**src/design/ast_pkg.sv**
```systemverilog
`timescale 1ns / 1ps
// ----------------------------------------------------------------------------
// ast_pkg
// Shared types, constants and character class helpers for the assembly
// source tokenizer.
// ----------------------------------------------------------------------------
package ast_pkg;

   localparam int POSITION_BITS = 16;
   localparam int FIFO_DEPTH    = 4;
   localparam int FIFO_PTR_W    = $clog2(FIFO_DEPTH);

   typedef logic [POSITION_BITS-1:0] pos_type;

   localparam pos_type POS_ONE = pos_type'(1);
   localparam pos_type POS_MAX = {POSITION_BITS{1'b1}};

   // input item kinds
   localparam logic KIND_CHAR = 1'b0;
   localparam logic KIND_EOI  = 1'b1;

   // result kinds
   localparam logic RK_BYTE = 1'b0;
   localparam logic RK_END  = 1'b1;

   // characters with a role in the grammar
   localparam logic [7:0] CH_NL     = 8'h0A;
   localparam logic [7:0] CH_TAB    = 8'h09;
   localparam logic [7:0] CH_VT     = 8'h0B;
   localparam logic [7:0] CH_FF     = 8'h0C;
   localparam logic [7:0] CH_CR     = 8'h0D;
   localparam logic [7:0] CH_SPACE  = 8'h20;
   localparam logic [7:0] CH_QUOTE  = 8'h22;
   localparam logic [7:0] CH_HASH   = 8'h23;
   localparam logic [7:0] CH_DOLLAR = 8'h24;
   localparam logic [7:0] CH_PCT    = 8'h25;
   localparam logic [7:0] CH_PLUS   = 8'h2B;
   localparam logic [7:0] CH_COMMA  = 8'h2C;
   localparam logic [7:0] CH_MINUS  = 8'h2D;
   localparam logic [7:0] CH_DOT    = 8'h2E;
   localparam logic [7:0] CH_COLON  = 8'h3A;
   localparam logic [7:0] CH_SEMI   = 8'h3B;
   localparam logic [7:0] CH_LBRK   = 8'h5B;
   localparam logic [7:0] CH_BSLASH = 8'h5C;
   localparam logic [7:0] CH_RBRK   = 8'h5D;
   localparam logic [7:0] CH_USCORE = 8'h5F;

   typedef enum logic [3:0] {
      TK_BAD       = 4'd0,
      TK_END       = 4'd1,
      TK_NEWLINE   = 4'd2,
      TK_LBRACKET  = 4'd3,
      TK_RBRACKET  = 4'd4,
      TK_COMMA     = 4'd5,
      TK_DIRECTIVE = 4'd6,
      TK_REGISTER  = 4'd7,
      TK_OFFSET    = 4'd8,
      TK_IMMEDIATE = 4'd9,
      TK_LABEL     = 4'd10,
      TK_IDENT     = 4'd11,
      TK_STRING    = 4'd12
   } tok_kind_type;

   typedef enum logic [4:0] {
      ST_IDLE,
      ST_COMMENT,
      ST_DIR_FIRST,
      ST_DIR_BODY,
      ST_REG_FIRST,
      ST_REG_BODY,
      ST_NAME,
      ST_STR,
      ST_STR_ESC,
      ST_IMM_START,
      ST_IMM_DEC,
      ST_IMM_HEXS,
      ST_IMM_HEXF,
      ST_IMM_HEXB,
      ST_IMM_DONE,
      ST_OFF_START,
      ST_OFF_DEC,
      ST_OFF_HEXS,
      ST_OFF_HEXF,
      ST_OFF_HEXB,
      ST_OFF_DONE,
      ST_FLT_SIGN,
      ST_FLT_FIRST,
      ST_FLT_INT,
      ST_FLT_FRAC
   } scan_state_type;

   typedef struct packed {
      logic       kind;
      logic [7:0] character;
   } req_type;

   typedef struct packed {
      logic        result_kind;
      logic [7:0]  value_byte;
      logic [3:0]  token_type;
      logic [15:0] start_line;
      logic [15:0] start_column;
      logic        last;
   } rsp_type;

   // results of one input item, first always present
   typedef struct packed {
      logic    two;
      rsp_type first;
      rsp_type second;
   } bundle_type;

   typedef struct packed {
      logic         open;
      tok_kind_type kind;
   } pend_info_type;

   function automatic logic is_alpha(logic [7:0] c);
      return (c >= "a" && c <= "z") || (c >= "A" && c <= "Z");
   endfunction

   function automatic logic is_digit(logic [7:0] c);
      return c >= "0" && c <= "9";
   endfunction

   function automatic logic is_xdigit(logic [7:0] c);
      return is_digit(c) || (c >= "a" && c <= "f") || (c >= "A" && c <= "F");
   endfunction

   function automatic logic is_blank(logic [7:0] c);
      return c == CH_SPACE || c == CH_TAB || c == CH_VT || c == CH_FF || c == CH_CR;
   endfunction

   function automatic pos_type sat_inc(pos_type v);
      return (v == POS_MAX) ? v : v + POS_ONE;
   endfunction

   function automatic logic [15:0] clamp_pos(pos_type v);
      logic [POSITION_BITS+15:0] ext;
      ext = (POSITION_BITS+16)'(v);
      if (ext > (POSITION_BITS+16)'(16'hFFFF)) begin
         return 16'hFFFF;
      end
      return ext[15:0];
   endfunction

   function automatic rsp_type mk_byte(logic [7:0] c);
      rsp_type r;
      r = '0;
      r.result_kind = RK_BYTE;
      r.value_byte  = c;
      return r;
   endfunction

   function automatic rsp_type mk_end(tok_kind_type k, pos_type ln, pos_type cl);
      rsp_type r;
      r = '0;
      r.result_kind  = RK_END;
      r.token_type   = k;
      r.start_line   = clamp_pos(ln);
      r.start_column = clamp_pos(cl);
      return r;
   endfunction

   // type the open token would close with right now
   function automatic pend_info_type pending(scan_state_type s);
      pend_info_type p;
      p.open = 1'b1;
      p.kind = TK_BAD;
      case (s)
         ST_IDLE, ST_COMMENT: p.open = 1'b0;
         ST_DIR_BODY: p.kind = TK_DIRECTIVE;
         ST_REG_BODY: p.kind = TK_REGISTER;
         ST_NAME:     p.kind = TK_IDENT;
         ST_FLT_INT, ST_FLT_FRAC, ST_IMM_DEC, ST_IMM_HEXB, ST_IMM_DONE: p.kind = TK_IMMEDIATE;
         ST_OFF_DEC, ST_OFF_HEXB, ST_OFF_DONE: p.kind = TK_OFFSET;
         default: p.kind = TK_BAD;
      endcase
      return p;
   endfunction

endpackage

```
**src/design/ast_scan.sv**
```systemverilog
`timescale 1ns / 1ps
// ----------------------------------------------------------------------------
// ast_scan
// Front end: accepts source bytes, runs the scanner and packs the results
// of each byte into one queue entry.
// ----------------------------------------------------------------------------
module ast_scan (
   input  logic                clock,
   input  logic                reset,
   input  logic                req_valid,
   output logic                req_ready,
   input  ast_pkg::req_type    req_data,
   input  logic                fifo_full,
   output logic                push_valid,
   output ast_pkg::bundle_type push_data
);
   import ast_pkg::*;

   scan_state_type scan_state_ff, scan_state_in;
   pos_type        line_ff, line_in;
   pos_type        col_ff, col_in;
   pos_type        tok_line_ff, tok_line_in;
   pos_type        tok_col_ff, tok_col_in;

   logic           accept;
   logic           eoi;
   logic [7:0]     c;

   logic           tk_take, tk_emit, tk_end;
   logic [7:0]     tk_byte;
   tok_kind_type   tk_kind;
   scan_state_type tk_next;

   logic           id_emit, id_end;
   tok_kind_type   id_kind;
   scan_state_type id_next;

   pend_info_type  pend;
   logic           any;
   rsp_type        id_res;

   assign req_ready = !fifo_full;
   assign accept    = req_valid && req_ready;
   assign eoi       = req_data.kind == KIND_EOI;
   assign c         = req_data.character;

   // does the byte continue the open token
   always_comb begin
      tk_take = 1'b0;
      tk_emit = 1'b0;
      tk_end  = 1'b0;
      tk_byte = c;
      tk_kind = TK_BAD;
      tk_next = scan_state_ff;
      case (scan_state_ff)
         ST_COMMENT: begin
            tk_take = c != CH_NL;
         end
         ST_DIR_FIRST, ST_REG_FIRST: begin
            if (is_alpha(c)) begin
               tk_take = 1'b1;
               tk_emit = 1'b1;
               tk_next = (scan_state_ff == ST_DIR_FIRST) ? ST_DIR_BODY : ST_REG_BODY;
            end
         end
         ST_DIR_BODY: begin
            tk_take = is_alpha(c) || is_digit(c) || c == CH_USCORE;
            tk_emit = tk_take;
         end
         ST_REG_BODY: begin
            tk_take = is_alpha(c) || is_digit(c);
            tk_emit = tk_take;
         end
         ST_NAME: begin
            if (c == CH_COLON) begin
               tk_take = 1'b1;
               tk_end  = 1'b1;
               tk_kind = TK_LABEL;
               tk_next = ST_IDLE;
            end else begin
               tk_take = is_alpha(c) || is_digit(c) || c == CH_USCORE || c == CH_DOLLAR
                         || c == CH_MINUS;
               tk_emit = tk_take;
            end
         end
         ST_STR: begin
            if (c == CH_QUOTE) begin
               tk_take = 1'b1;
               tk_end  = 1'b1;
               tk_kind = TK_STRING;
               tk_next = ST_IDLE;
            end else if (c == CH_BSLASH) begin
               tk_take = 1'b1;
               tk_next = ST_STR_ESC;
            end else if (c != CH_NL) begin
               tk_take = 1'b1;
               tk_emit = 1'b1;
            end
         end
         ST_STR_ESC: begin
            tk_take = 1'b1;
            tk_emit = 1'b1;
            tk_next = ST_STR;
            if (c == "n") begin
               tk_byte = CH_NL;
            end else if (c == "t") begin
               tk_byte = CH_TAB;
            end else if (c == "r") begin
               tk_byte = CH_CR;
            end else if (c != CH_BSLASH && c != CH_QUOTE) begin
               // unknown escape is swallowed and kills the string
               tk_emit = 1'b0;
               tk_end  = 1'b1;
               tk_next = ST_IDLE;
            end
         end
         ST_IMM_START, ST_OFF_START: begin
            tk_take = 1'b1;
            if (is_digit(c) || c == CH_MINUS) begin
               tk_next = (scan_state_ff == ST_OFF_START) ? ST_OFF_DEC : ST_IMM_DEC;
            end else if (c == "x" || c == "X") begin
               tk_next = (scan_state_ff == ST_OFF_START) ? ST_OFF_HEXS : ST_IMM_HEXS;
            end else if (scan_state_ff == ST_IMM_START && (c == "f" || c == "F")) begin
               tk_next = ST_FLT_SIGN;
            end else begin
               tk_take = 1'b0;
            end
            tk_emit = tk_take;
         end
         ST_IMM_DEC, ST_OFF_DEC: begin
            if (is_digit(c)) begin
               tk_take = 1'b1;
            end else if (c == "u" || c == "U") begin
               tk_take = 1'b1;
               tk_next = (scan_state_ff == ST_OFF_DEC) ? ST_OFF_DONE : ST_IMM_DONE;
            end
            tk_emit = tk_take;
         end
         ST_IMM_HEXS, ST_OFF_HEXS: begin
            if (c == CH_MINUS) begin
               tk_take = 1'b1;
               tk_next = (scan_state_ff == ST_OFF_HEXS) ? ST_OFF_HEXF : ST_IMM_HEXF;
            end else if (is_xdigit(c)) begin
               tk_take = 1'b1;
               tk_next = (scan_state_ff == ST_OFF_HEXS) ? ST_OFF_HEXB : ST_IMM_HEXB;
            end
            tk_emit = tk_take;
         end
         ST_IMM_HEXF, ST_OFF_HEXF: begin
            tk_take = is_xdigit(c);
            tk_emit = tk_take;
            tk_next = (scan_state_ff == ST_OFF_HEXF) ? ST_OFF_HEXB : ST_IMM_HEXB;
         end
         ST_IMM_HEXB, ST_OFF_HEXB: begin
            if (is_xdigit(c)) begin
               tk_take = 1'b1;
            end else if (c == "u" || c == "U") begin
               tk_take = 1'b1;
               tk_next = (scan_state_ff == ST_OFF_HEXB) ? ST_OFF_DONE : ST_IMM_DONE;
            end
            tk_emit = tk_take;
         end
         ST_FLT_SIGN, ST_FLT_FIRST: begin
            tk_take = 1'b1;
            if (c == CH_MINUS && scan_state_ff == ST_FLT_SIGN) begin
               tk_next = ST_FLT_FIRST;
            end else if (is_digit(c)) begin
               tk_next = ST_FLT_INT;
            end else if (c == CH_DOT) begin
               tk_next = ST_FLT_FRAC;
            end else begin
               tk_take = 1'b0;
            end
            tk_emit = tk_take;
         end
         ST_FLT_INT: begin
            tk_take = is_digit(c) || c == CH_DOT;
            tk_emit = tk_take;
            if (c == CH_DOT) begin
               tk_next = ST_FLT_FRAC;
            end
         end
         ST_FLT_FRAC: begin
            tk_take = is_digit(c);
            tk_emit = tk_take;
         end
         default: begin
            tk_take = 1'b0;
         end
      endcase
   end

   // byte seen between tokens
   always_comb begin
      id_emit = 1'b0;
      id_end  = 1'b0;
      id_kind = TK_BAD;
      id_next = ST_IDLE;
      if (is_blank(c)) begin
         id_next = ST_IDLE;
      end else if (c == CH_SEMI) begin
         id_next = ST_COMMENT;
      end else if (c == CH_NL) begin
         id_end  = 1'b1;
         id_kind = TK_NEWLINE;
      end else if (c == CH_LBRK) begin
         id_end  = 1'b1;
         id_kind = TK_LBRACKET;
      end else if (c == CH_RBRK) begin
         id_end  = 1'b1;
         id_kind = TK_RBRACKET;
      end else if (c == CH_COMMA) begin
         id_end  = 1'b1;
         id_kind = TK_COMMA;
      end else if (c == CH_DOT) begin
         id_next = ST_DIR_FIRST;
      end else if (c == CH_PCT) begin
         id_next = ST_REG_FIRST;
      end else if (c == CH_PLUS || c == CH_MINUS) begin
         id_emit = 1'b1;
         id_next = ST_OFF_START;
      end else if (c == CH_HASH) begin
         id_next = ST_IMM_START;
      end else if (is_alpha(c) || c == CH_USCORE) begin
         id_emit = 1'b1;
         id_next = ST_NAME;
      end else if (c == CH_QUOTE) begin
         id_next = ST_STR;
      end else begin
         id_end  = 1'b1;
         id_kind = TK_BAD;
      end
   end

   // next state
   always_comb begin
      scan_state_in = scan_state_ff;
      line_in       = line_ff;
      col_in        = col_ff;
      tok_line_in   = tok_line_ff;
      tok_col_in    = tok_col_ff;
      if (accept) begin
         if (eoi) begin
            scan_state_in = ST_IDLE;
            line_in       = POS_ONE;
            col_in        = POS_ONE;
            tok_line_in   = POS_ONE;
            tok_col_in    = POS_ONE;
         end else begin
            if (tk_take) begin
               scan_state_in = tk_next;
            end else begin
               scan_state_in = id_next;
               tok_line_in   = line_ff;
               tok_col_in    = col_ff;
            end
            if (c == CH_NL) begin
               line_in = sat_inc(line_ff);
               col_in  = POS_ONE;
            end else begin
               col_in = sat_inc(col_ff);
            end
         end
      end
   end

   // results of the accepted byte
   always_comb begin
      pend      = pending(scan_state_ff);
      id_res    = id_emit ? mk_byte(c) : mk_end(id_kind, line_ff, col_ff);
      any       = 1'b0;
      push_data = '0;
      if (eoi) begin
         any = 1'b1;
         if (pend.open) begin
            push_data.two    = 1'b1;
            push_data.first  = mk_end(pend.kind, tok_line_ff, tok_col_ff);
            push_data.second = mk_end(TK_END, line_ff, col_ff);
         end else begin
            push_data.first = mk_end(TK_END, line_ff, col_ff);
         end
      end else if (tk_take) begin
         any             = tk_emit || tk_end;
         push_data.first = tk_emit ? mk_byte(tk_byte) : mk_end(tk_kind, tok_line_ff, tok_col_ff);
      end else begin
         any = pend.open || id_emit || id_end;
         if (pend.open) begin
            push_data.first  = mk_end(pend.kind, tok_line_ff, tok_col_ff);
            push_data.two    = id_emit || id_end;
            push_data.second = id_res;
         end else begin
            push_data.first = id_res;
         end
      end
      if (push_data.two) begin
         push_data.second.last = 1'b1;
      end else begin
         push_data.first.last = 1'b1;
      end
      push_valid = accept && any;
   end

   always_ff @(posedge clock) begin
      if (reset) begin
         scan_state_ff <= ST_IDLE;
         line_ff       <= POS_ONE;
         col_ff        <= POS_ONE;
         tok_line_ff   <= POS_ONE;
         tok_col_ff    <= POS_ONE;
      end else begin
         scan_state_ff <= scan_state_in;
         line_ff       <= line_in;
         col_ff        <= col_in;
         tok_line_ff   <= tok_line_in;
         tok_col_ff    <= tok_col_in;
      end
   end

   end_of_input_clears : assert property (@(posedge clock) disable iff (reset)
      accept && eoi |=> scan_state_ff == ST_IDLE && line_ff == POS_ONE && col_ff == POS_ONE)
      else $error("end of input did not clear scanner state");

   newline_restarts_column : assert property (@(posedge clock) disable iff (reset)
      accept && !eoi && c == CH_NL |=> col_ff == POS_ONE)
      else $error("newline did not restart column");

   no_push_into_full : assert property (@(posedge clock) disable iff (reset)
      push_valid |-> !fifo_full)
      else $error("push while queue full");

endmodule

```
**src/design/ast_fifo.sv**
```systemverilog
`timescale 1ns / 1ps
// ----------------------------------------------------------------------------
// ast_fifo
// Short queue of per-byte result bundles between scanner and output stage.
// ----------------------------------------------------------------------------
module ast_fifo (
   input  logic                clock,
   input  logic                reset,
   input  logic                push_valid,
   input  ast_pkg::bundle_type push_data,
   output logic                full,
   output logic                empty,
   input  logic                pop,
   output ast_pkg::bundle_type head
);
   import ast_pkg::*;

   bundle_type                entries_ff [FIFO_DEPTH];
   logic [FIFO_PTR_W-1:0]     wr_ptr_ff, wr_ptr_in;
   logic [FIFO_PTR_W-1:0]     rd_ptr_ff, rd_ptr_in;
   logic [FIFO_PTR_W:0]       count_ff, count_in;
   logic                      do_push, do_pop;

   assign full    = count_ff == (FIFO_PTR_W+1)'(FIFO_DEPTH);
   assign empty   = count_ff == '0;
   assign head    = entries_ff[rd_ptr_ff];
   assign do_push = push_valid && !full;
   assign do_pop  = pop && !empty;

   always_comb begin
      wr_ptr_in = do_push ? wr_ptr_ff + 1'b1 : wr_ptr_ff;
      rd_ptr_in = do_pop ? rd_ptr_ff + 1'b1 : rd_ptr_ff;
      count_in  = count_ff;
      if (do_push && !do_pop) begin
         count_in = count_ff + 1'b1;
      end else if (do_pop && !do_push) begin
         count_in = count_ff - 1'b1;
      end
   end

   always_ff @(posedge clock) begin
      if (reset) begin
         wr_ptr_ff <= '0;
         rd_ptr_ff <= '0;
         count_ff  <= '0;
      end else begin
         wr_ptr_ff <= wr_ptr_in;
         rd_ptr_ff <= rd_ptr_in;
         count_ff  <= count_in;
      end
   end

   always_ff @(posedge clock) begin
      if (do_push) begin
         entries_ff[wr_ptr_ff] <= push_data;
      end
   end

   count_in_range : assert property (@(posedge clock) disable iff (reset)
      count_ff <= (FIFO_PTR_W+1)'(FIFO_DEPTH))
      else $error("queue count out of range");

   pointers_track_count : assert property (@(posedge clock) disable iff (reset)
      (wr_ptr_ff - rd_ptr_ff) == count_ff[FIFO_PTR_W-1:0])
      else $error("queue pointers disagree with count");

   pop_only_when_filled : assert property (@(posedge clock) disable iff (reset)
      pop |-> !empty)
      else $error("pop from empty queue");

endmodule

```
**src/design/ast_emit.sv**
```systemverilog
`timescale 1ns / 1ps
// ----------------------------------------------------------------------------
// ast_emit
// Back end: unpacks queued bundles and presents one result per cycle while
// the receiver is ready, through a registered output.
// ----------------------------------------------------------------------------
module ast_emit (
   input  logic                clock,
   input  logic                reset,
   input  logic                fifo_empty,
   input  ast_pkg::bundle_type head,
   output logic                pop,
   output logic                rsp_valid,
   input  logic                rsp_ready,
   output ast_pkg::rsp_type    rsp_data
);
   import ast_pkg::*;

   logic    rsp_valid_ff, rsp_valid_in;
   rsp_type rsp_ff, rsp_in;
   logic    sec_valid_ff, sec_valid_in;
   rsp_type sec_ff, sec_in;
   logic    out_free;

   assign out_free  = !rsp_valid_ff || rsp_ready;
   assign pop       = out_free && !sec_valid_ff && !fifo_empty;
   assign rsp_valid = rsp_valid_ff;
   assign rsp_data  = rsp_ff;

   always_comb begin
      rsp_valid_in = rsp_valid_ff;
      rsp_in       = rsp_ff;
      sec_valid_in = sec_valid_ff;
      sec_in       = sec_ff;
      if (out_free) begin
         if (sec_valid_ff) begin
            rsp_valid_in = 1'b1;
            rsp_in       = sec_ff;
            sec_valid_in = 1'b0;
         end else if (!fifo_empty) begin
            rsp_valid_in = 1'b1;
            rsp_in       = head.first;
            sec_valid_in = head.two;
            sec_in       = head.second;
         end else begin
            rsp_valid_in = 1'b0;
         end
      end
   end

   always_ff @(posedge clock) begin
      if (reset) begin
         rsp_valid_ff <= 1'b0;
         sec_valid_ff <= 1'b0;
      end else begin
         rsp_valid_ff <= rsp_valid_in;
         sec_valid_ff <= sec_valid_in;
      end
   end

   always_ff @(posedge clock) begin
      rsp_ff <= rsp_in;
      sec_ff <= sec_in;
   end

   second_behind_first : assert property (@(posedge clock) disable iff (reset)
      sec_valid_ff |-> rsp_valid_ff && !rsp_ff.last)
      else $error("held second result without a first on display");

   not_last_has_follower : assert property (@(posedge clock) disable iff (reset)
      rsp_valid_ff && !rsp_ff.last |-> sec_valid_ff)
      else $error("non-final result with nothing behind it");

   second_is_last : assert property (@(posedge clock) disable iff (reset)
      sec_valid_ff |-> sec_ff.last)
      else $error("held second result not marked last");

endmodule

```
**src/design/assembly_source_tokenizer_core.sv**
```systemverilog
`timescale 1ns / 1ps
// ----------------------------------------------------------------------------
// assembly_source_tokenizer_core
// Tokenizer for assembly source: one byte per transaction in, value bytes
// and token-end records out.
// ----------------------------------------------------------------------------
//  channel   ports                              carries
//  req       req_valid, req_ready, req_data     source byte or end of input
//  rsp       rsp_valid, rsp_ready, rsp_data     value byte or token end
//
//  A byte is scanned in the cycle it is accepted; one byte per cycle is taken
//  as long as the four-entry result queue has room.
//  Results leave one per cycle from a registered output while rsp_ready is high,
//  so a byte giving two results takes the output twice; the queue absorbs the
//  difference. A byte's first result is registered into the queue, then into
//  the output register.
//  Synchronous reset returns the scanner to idle with line and column at one.
// ----------------------------------------------------------------------------
module assembly_source_tokenizer_core (
   input  logic             clock,
   input  logic             reset,
   input  logic             req_valid,
   output logic             req_ready,
   input  ast_pkg::req_type req_data,
   output logic             rsp_valid,
   input  logic             rsp_ready,
   output ast_pkg::rsp_type rsp_data
);
   import ast_pkg::*;

   logic       push_valid;
   bundle_type push_data;
   logic       fifo_full, fifo_empty, pop;
   bundle_type head;

   ast_scan u_scan (
      .clock      (clock),
      .reset      (reset),
      .req_valid  (req_valid),
      .req_ready  (req_ready),
      .req_data   (req_data),
      .fifo_full  (fifo_full),
      .push_valid (push_valid),
      .push_data  (push_data)
   );

   ast_fifo u_fifo (
      .clock      (clock),
      .reset      (reset),
      .push_valid (push_valid),
      .push_data  (push_data),
      .full       (fifo_full),
      .empty      (fifo_empty),
      .pop        (pop),
      .head       (head)
   );

   ast_emit u_emit (
      .clock      (clock),
      .reset      (reset),
      .fifo_empty (fifo_empty),
      .head       (head),
      .pop        (pop),
      .rsp_valid  (rsp_valid),
      .rsp_ready  (rsp_ready),
      .rsp_data   (rsp_data)
   );

endmodule

```
**config.mk**
```make
export PLATFORM = sky130hd
export DESIGN_NAME = assembly_source_tokenizer_core
export DESIGN_NICKNAME = d
export VERILOG_FILES = /design/src/design/ast_pkg.sv /design/src/design/ast_scan.sv /design/src/design/ast_fifo.sv /design/src/design/ast_emit.sv /design/src/design/assembly_source_tokenizer_core.sv
export SDC_FILE = /design/constraint.sdc
export NUM_CORES = 1
export LEC_CHECK = 0
export ABC_AREA = 1
export BUFFER_PORTS_ARGS = -buffer_cell sky130_fd_sc_hd__buf_4
export CAP_MARGIN = 20
export CORE_MARGIN = 1.5
export CORE_UTILIZATION = 30
export CTS_CLUSTER_DIAMETER = 40
export DETAILED_ROUTE_END_ITERATION = 10
export SLEW_MARGIN = 40
export SYNTH_ARGS = -nofsm -noshare
export SYNTH_HDL_FRONTEND = slang
export SYNTH_HIERARCHICAL = 1
export SYNTH_SLANG_ARGS = --single-unit
```
**constraint.sdc**
```tcl
create_clock -name clock -period 11.5 [get_ports clock]
set_input_delay 1.15 -clock clock [delete_from_list [all_inputs] [get_ports clock]]
set_output_delay 1.15 -clock clock [all_outputs]
set_load 0.03 [all_outputs]
```
==> results of run 1 <==
[through the flow]
stage,util,setup slack [ns]
after floorplan,-,4.41
after global placement,0.320,4.95
after detailed placement,0.321,5.20
after CTS,0.349,5.82
after global routing,0.350,5.46
final,0.350,5.80
[cells in the final DEF, fill, tap and decap left out, types with 6 or more instances in the layout]
| cell type | Yosys | routed |
|---|---|---|
| nor3_1 | 34 | 32 |
| nand4_1 | 9 | 9 |
| o21ai_1 | 59 | 60 |
| clkbuf_16 | 0 | 72 |
| buf_4 | 20 | 77 |
| nand2_1 | 511 | 511 |
| nand3_1 | 116 | 116 |
| clkbuf_1 | 66 | 11 |
| inv_6 | 0 | 11 |
| clkinvlp_4 | 0 | 7 |
| nor2_2 | 9 | 9 |
| nor2_1 | 417 | 413 |
| clkinv_4 | 0 | 6 |
| nor2_4 | 2 | 6 |
| ha_1 | 7 | 7 |
| nand2_2 | 7 | 7 |
| clkinv_1 | 3 | 8 |
| inv_1 | 116 | 112 |
| o21ai_0 | 267 | 265 |
| a21oi_1 | 79 | 79 |
| inv_2 | 10 | 14 |
| edfxtp_1 | 464 | 464 |
| o22ai_1 | 94 | 94 |
| dfxtp_1 | 80 | 77 |
[flip-flops by register name (all words and copies together), names as in the netlist, named ones only]
signal / cells
u_emit/rsp_valid: 1
u_scan/tok_line_ff: 16
u_scan/line_ff: 16
u_scan/tok_col_ff: 16
u_emit/rsp_data: 46
u_scan/col_ff: 16
u_fifo/wr_ptr_ff: 2
u_fifo/entries_ff: 372
u_emit/sec_ff: 46
u_scan/scan_state_ff: 5
u_fifo/rd_ptr_ff: 2
u_emit/sec_valid_ff: 1
u_fifo/count_ff: 3
[power by group]
group	leakage (nW)	internal, mW	total, mW	switching, mW
combinational	4.18	0.689	2.73	2.04
clock	1.08	1.22	2.08	0.862
sequential	5.03	2.93	3.11	0.181
total	10.3	4.84	7.92	3.08
[final timing paths]
check	to	slack, ns	cells after the start
worst min-delay path	u_scan/tok_col_ff[0]	0.48	2
worst max-delay path	u_fifo/entries_ff[0][57]	5.80	16
worst max register to register	u_fifo/entries_ff[0][57]	6.39	14
worst min register to register	u_scan/tok_col_ff[0]	0.48	2
[cell type report]
class                   instances  area, um2
clock buffers                  83       1840
repair buffers                 83        671
well taps                    1050       1310
inverters                     130        493
fillers                      7885      51500
diodes                          1       2.50
multi-input cells            1646       7450
flip-flops and latches        544      15500
clock inverters                44        407
[critical path, cell delays in order]
cell     delay [ns]
buf_4          0.14
nor2_1         0.22
nand3_1        0.13
nand3_2        0.17
nand2_2        0.43
nor2_1         0.27
nor2_2         0.08
nor2_4         0.15
nand3_4        0.48
nand2_4        0.30
o21ai_0        0.13
a21oi_1        0.26
nand2_1        0.30
nor2_4         0.54
buf_4          0.58
buf_4          0.53
[routing by layer]
layer,share of wire,vias to the layer above,GRT usage
met4,0.015,0,0.0392
met2,0.47,524,0.246
met5,0,-,0
met1,0.46,8482,0.207
met3,0.058,65,0.0210
li1,-,8559,-
[cell families (layout without fill, tap and decap cells)]
| group | after synthesis | count (layout) | synth area share |
|---|---|---|---|
| AO/OA/AOI/OAI | 512 | 512 | 0.113 |
| XOR/XNOR | 2 | 2 | 0.000726 |
| adder cells (fa/ha/maj) | 8 | 8 | 0.00446 |
| buffers and inverters | 261 | 340 | 0.0495 |
| flip-flops | 544 | 544 | 0.644 |
| other | 1 | 3 | 0.000155 |
| AND/OR/NAND/NOR | 1122 | 1122 | 0.189 |
==> results.txt, run 1 <==
Count of final max-slew check failures = 0
Most frequent cell after synthesis = nand2_1
Synthesized flop and latch total = 544
I/O pin cnt = 61
Post-synth top flop = edfxtp_1
Starting DRT DRC Count = 1515
Netlist cell types = 46
P&R area growth vs syn = 14.9%
Setup violations, final = 0
Area contributors post-synth = edfxtp_1 (58%), nand2_1 (7.9%), dfxtp_1 (6.6%), nor2_1 (6.5%), o21ai_0 (5.5%)
Cell area after layout = 27700 um2
CP startpoint = req_data[2]
Gate Count Post-Synth = 2450
Relative slew slack = 0.446
Number of detailed-route iterations in the first pass = 5
Die Y = 287 um
Pwr Total = 7.92 mW
DRT antenna net count = 0
Final HPWL DP = 38300 um
Total wire length = 62300 um
Routed len/inst = 17.4 um
Worst skew pair latency = 0.60 ns
Hold Crit Start = u_scan/tok_col_ff[0]
RSZ-0062 raised after global routing = no
Nets = 2496
Critical Path AT = 5.93 ns
First-pass GRT wire length = 96500 um
Largest net degree at the start of global routing = 101
Routed vias = 17600
Worst-Margin Slew = 0.824 ns
Hold-fix buffers, CTS = 0
Setup TNS = 0 ns
Synth area leader = edfxtp_1
Initial Utilization = 0.305
Status = finished clean
H-tree depth = 3
Ys async rst share = 0
VDD IR max = 0.201 mV
Placed cell count = 3452
Max Fanout on Critical Path = 44
Register area share after synthesis = 0.644
Final Cycle Share = 0.495
Root buffer cell = clkbuf_16
Die Wd = 287 um
Post-CTS setup buffers = 0
Antenna violations before repair = 0
Post-synth EDFFs = 464
Post_cts resized = 0
Minimum clock period = 5.70 ns
Post-synth top cells = nand2_1 (511), edfxtp_1 (464), nor2_1 (417), o21ai_0 (267)
# port buffers = 60
Clock Pin Slew Worst Setup and Hold Paths = 0.06 ns
Clk sinks = 544
CP Capture Type = flop
Tot GR Track Use = 0.150
PwrDens = 286 nW/um2
FMAX = 0.176 GHz
Grt ovf = 0
MaxCap Viol Count = 0
Detailed-route DRC error count = 0
Clock Skew = 0.0269 ns
Final Hold Fails = 0
Worst hold margin = 0.484 ns
Share of the synthesized area in the top cell type = 0.577
Syn avg cell area = 9.85 um2
R2R Path Start = u_scan/scan_state_ff[4]
Post-Layout Cell Count = 3581
TritonCTS clock tree = done
Placed Area = 25400 um2
Critical path required time = 11.73 ns
Drt via density = 4.92
Setup CP Type = input port to flop
# rows = 103
Layout cell share with drive strength beyond 1 = 0.0968
CTS Buffer Depth = 3
Syn Std Cell Area = 24100 um2
Startpoint types = input port
Synthesis Warnings = 6
Die area = 82200 um2
Vias in the first global route = 16600
CTS Buf Count = 70
Hold crit path type = flop to flop
Placer Congestion = 0.851
Cell leakage power = 10.3 nW
Core area = 79300 um2
Power figures use the tool's default switching activity.
==> run 2, diff against run 1 <==
==> constraint.sdc (replaced) <==
create_clock -name clock -period 4.9 [get_ports clock]
set_input_delay 0.49 -clock clock [delete_from_list [all_inputs] [get_ports clock]]
set_output_delay 0.49 -clock clock [all_outputs]
set_load 0.03 [all_outputs]
==> run 2 against run 1 <==
- combinational power grew 130%
- global-route usage fell by 0.19 points
- critical path depth is 5 higher
- die area unchanged
- clock power increased by 110%
- sequential power grew 140%
- register-to-register slack lost 5.3 ns
- flip-flop and latch count is the same
- setup slack got worse by 4.7 ns
- sequential share of layout area up 0.47 points
- final area down 0.81%
- first-iteration DRC count is 0.46% higher
- largest cell class unchanged
==> results.txt, run 2 (synthesized netlist as in run 1, its figures left out) <==
RSZ-0062 raised after global routing = no
Cell family with most CP delay = simple AND/OR/NAND/NOR gates
Die Y = 287 um (unchanged)
Hold-critical path endpoint = u_emit/sec_valid_ff
Root buffer cell = clkbuf_16
Count of final max-slew check failures = 0 (unchanged)
FF-to-FF setup slack = 1.14 ns (-5.25 ns)
Commonest non-fill, non-tap cell in the layout = nand2_1
Worst Hold Path Cells = 2 (unchanged)
TritonCTS clock tree = done
FF/Latch Area = 15500 um2 (about the same)
Largest net degree at the start of global routing = 141 (+40%)
Tot GR Track Use = 0.148 (-0.00188)
VDD IR max = 0.474 mV (+140%)
Routed vias = 17400 (-1.3%)
Largest Register = u_fifo/entries_ff
# fillers = 7918 (+0.42%)
Number of detailed-route iterations in the first pass = 7 (+2)
Crit path buf inv count = 4 (+1)
Worst-Margin Slew = 0.831 ns (+0.00738 ns)
Critical path required time = 5.41 ns (-6.32 ns)
Detailed-route DRC error count = 0 (unchanged)
Post_cts resized = 0 (unchanged)
Hold Crit Start = reset
Placed cell count = 3457 (+0.14%)
Clk sinks = 544 (unchanged)
Placed Area = 25500 um2 (+0.38%)
R2R Path Start = u_scan/scan_state_ff[4]
Final HPWL DP = 37100 um (-3.2%)
Antenna violations before repair = 0 (unchanged)
Final Hold Fails = 0 (unchanged)
Starting DRT DRC Count = 1522 (+0.46%)
Cell mode on critical path = nand2_1
Worst skew pair latency = 0.64 ns (+0.04 ns)
Vias in the first global route = 16500 (-1.1%)
Critical path depth = 21 (+5)
Final core utilization = 0.347 (-0.00284)
MaxCap Viol Count = 0 (unchanged)
# rows = 103 (unchanged)
Hold crit path type = input port to flop
Cell area after layout = 27500 um2 (-0.81%)
Clock Pin Slew Worst Setup and Hold Paths = 0.06 ns (about the same)
R2r endpoint = u_fifo/count_ff[2]
Nets = 2491 (-0.20%)
PwrDens = 658 nW/um2 (+130%)
Most frequent cells in the layout = nand2_1 (511), edfxtp_1 (464), nor2_1 (413)
Initial Utilization = 0.305 (unchanged)
Cell leakage power = 10.2 nW (-0.89%)
Register-to-Register Path Depth = 21 (+7)
CP Cell Sequence = inv_2, nand2_1, nor2_1, nor2_1, nand3_1, a21oi_1, nand3_4, nand2_4, o21ai_0, a21oi_1, nand2_1, inv_1, ha_1, inv_1, fa_1, inv_1, nand2_1, nand3_1, nand2_1, nand2_1, nor2_1
Crit-path max cell delay = 0.58 ns (about the same)
Diodes inserted = 0 (-1)
P&R area growth vs syn = 13.9%
Die Wd = 287 um (unchanged)
H-tree depth = 2 (-1)
Pwr Total = 18.1 mW (+130%)
FMAX = 0.266 GHz
Drt via density = 4.88 (-0.95%)
CTS Buffer Depth = 3 (unchanged)
Slowest cell on crit path = dfxtp_1
Die area = 82200 um2 (unchanged)
CP Capture Type = flop
CTS Buf Count = 61 (-13%)
Critical Path AT = 4.27 ns (-1.66 ns)
Post-Layout Cell Count = 3570 (-0.31%)
Max reg flops = 372 (unchanged)
DRT antenna net count = 0 (unchanged)
Setup violations, final = 0 (unchanged)
Clock Skew = 0.0231 ns (-0.00388 ns)
I/O pin cnt = 61 (unchanged)
Routed len/inst = 17.3 um (-0.63%)
Layout cell share with drive strength beyond 1 = 0.0952 (-0.00160)
Relative slew slack = 0.441 (-0.00496)
Minimum clock period = 3.76 ns
First-pass GRT wire length = 96000 um (-0.44%)
Post-CTS setup buffers = 0 (unchanged)
Status = finished clean
Startpoint types = flop
Placer Congestion = 0.884 (+3.8%)
# port buffers = 60 (unchanged)
Core area = 79300 um2 (unchanged)
Final Cycle Share = 0.767
Multi-input gate area = 7460 um2 (about the same)
Hold-fix buffers, CTS = 0 (unchanged)
Grt ovf = 0 (unchanged)
Setup CP Type = flop to flop
Total wire length = 61700 um (-0.94%)
Max Fanout on Critical Path = 10 (-77%)
==> run 2: changes by cell type in the layout (fill, tap and decap cells not counted), moves of 2 or more <==
cell,before,now
clkbuf_16,72,61
inv_1,112,114
inv_8,5,2
o21ai_0,265,267
clkinv_1,8,6
clkinv_2,5,11
buf_12,1,6
clkbuf_1,11,6
buf_6,4,0
buf_4,77,81
inv_2,14,11
clkinv_8,3,5
==> run 2: layout make-up <==
type,count,area share
timing repair buffer,87,0.0265
multi-input combinational,1646,0.271
tap,1050,0.0478
sequential,544,0.565
clock buffer,67,0.0563
clock inverter,46,0.0150
inverter,130,0.0181
==> run 2: worst register-to-register path, cell delays in order, from the launching register on <==
cell and delay (ns):
dfxtp_1 0.58, inv_2 0.17, nand2_1 0.16, nor2_1 0.06
nor2_1 0.14, nand3_1 0.14, a21oi_1 0.28, nand3_4 0.12
nand2_4 0.12, o21ai_0 0.13, a21oi_1 0.24, nand2_1 0.30
inv_1 0.19, ha_1 0.18, inv_1 0.07, fa_1 0.44
inv_1 0.06, nand2_1 0.04, nand3_1 0.08, nand2_1 0.05
nand2_1 0.05, nor2_1 0.04
==> run 2: worst max-delay path by stage <==
stage | from | endpoint | slack [ns]
6_report | u_scan/scan_state_ff[4] | u_fifo/count_ff[2] | 1.14
5_1_grt | u_scan/scan_state_ff[3] | u_fifo/count_ff[2] | 0.80
4_1_cts | u_scan/scan_state_ff[1] | u_fifo/count_ff[2] | 1.16
3_5_place_dp | req_data[7] | u_fifo/count_ff[2] | 0.96
3_3_place_gp | req_data[7] | u_fifo/count_ff[2] | 0.97
2_1_floorplan | req_data[2] | u_fifo/entries_ff[0][0] | -1.53
==> run 2: layer usage <==
layer / global-route usage / vias up / part of all wire
met5: 0 / - / 0
met4: 0.0415 / 0 / 0.020
met3: 0.0207 / 86 / 0.056
met2: 0.244 / 500 / 0.47
met1: 0.203 / 8290 / 0.45
li1: - / 8533 / -
==> run 2: report_power, final <==
part           switching, mW  leakage [nW]  internal, mW  total (mW)
Clock                   1.98         0.950          2.40        4.39
Sequential             0.472          5.03          6.87        7.34
Combinational           4.72          4.22          1.65        6.37
==> run 2: through the flow <==
stage               setup TNS [ns]  hold slack, ns  setup WS (ns)
floorplan                  -567.89           0.449          -1.53
global placement                 0           0.470          0.975
detailed placement               0           0.483          0.962
CTS                              0           0.149           1.16
global route                     0           0.183          0.801
finish                           0           0.191           1.14
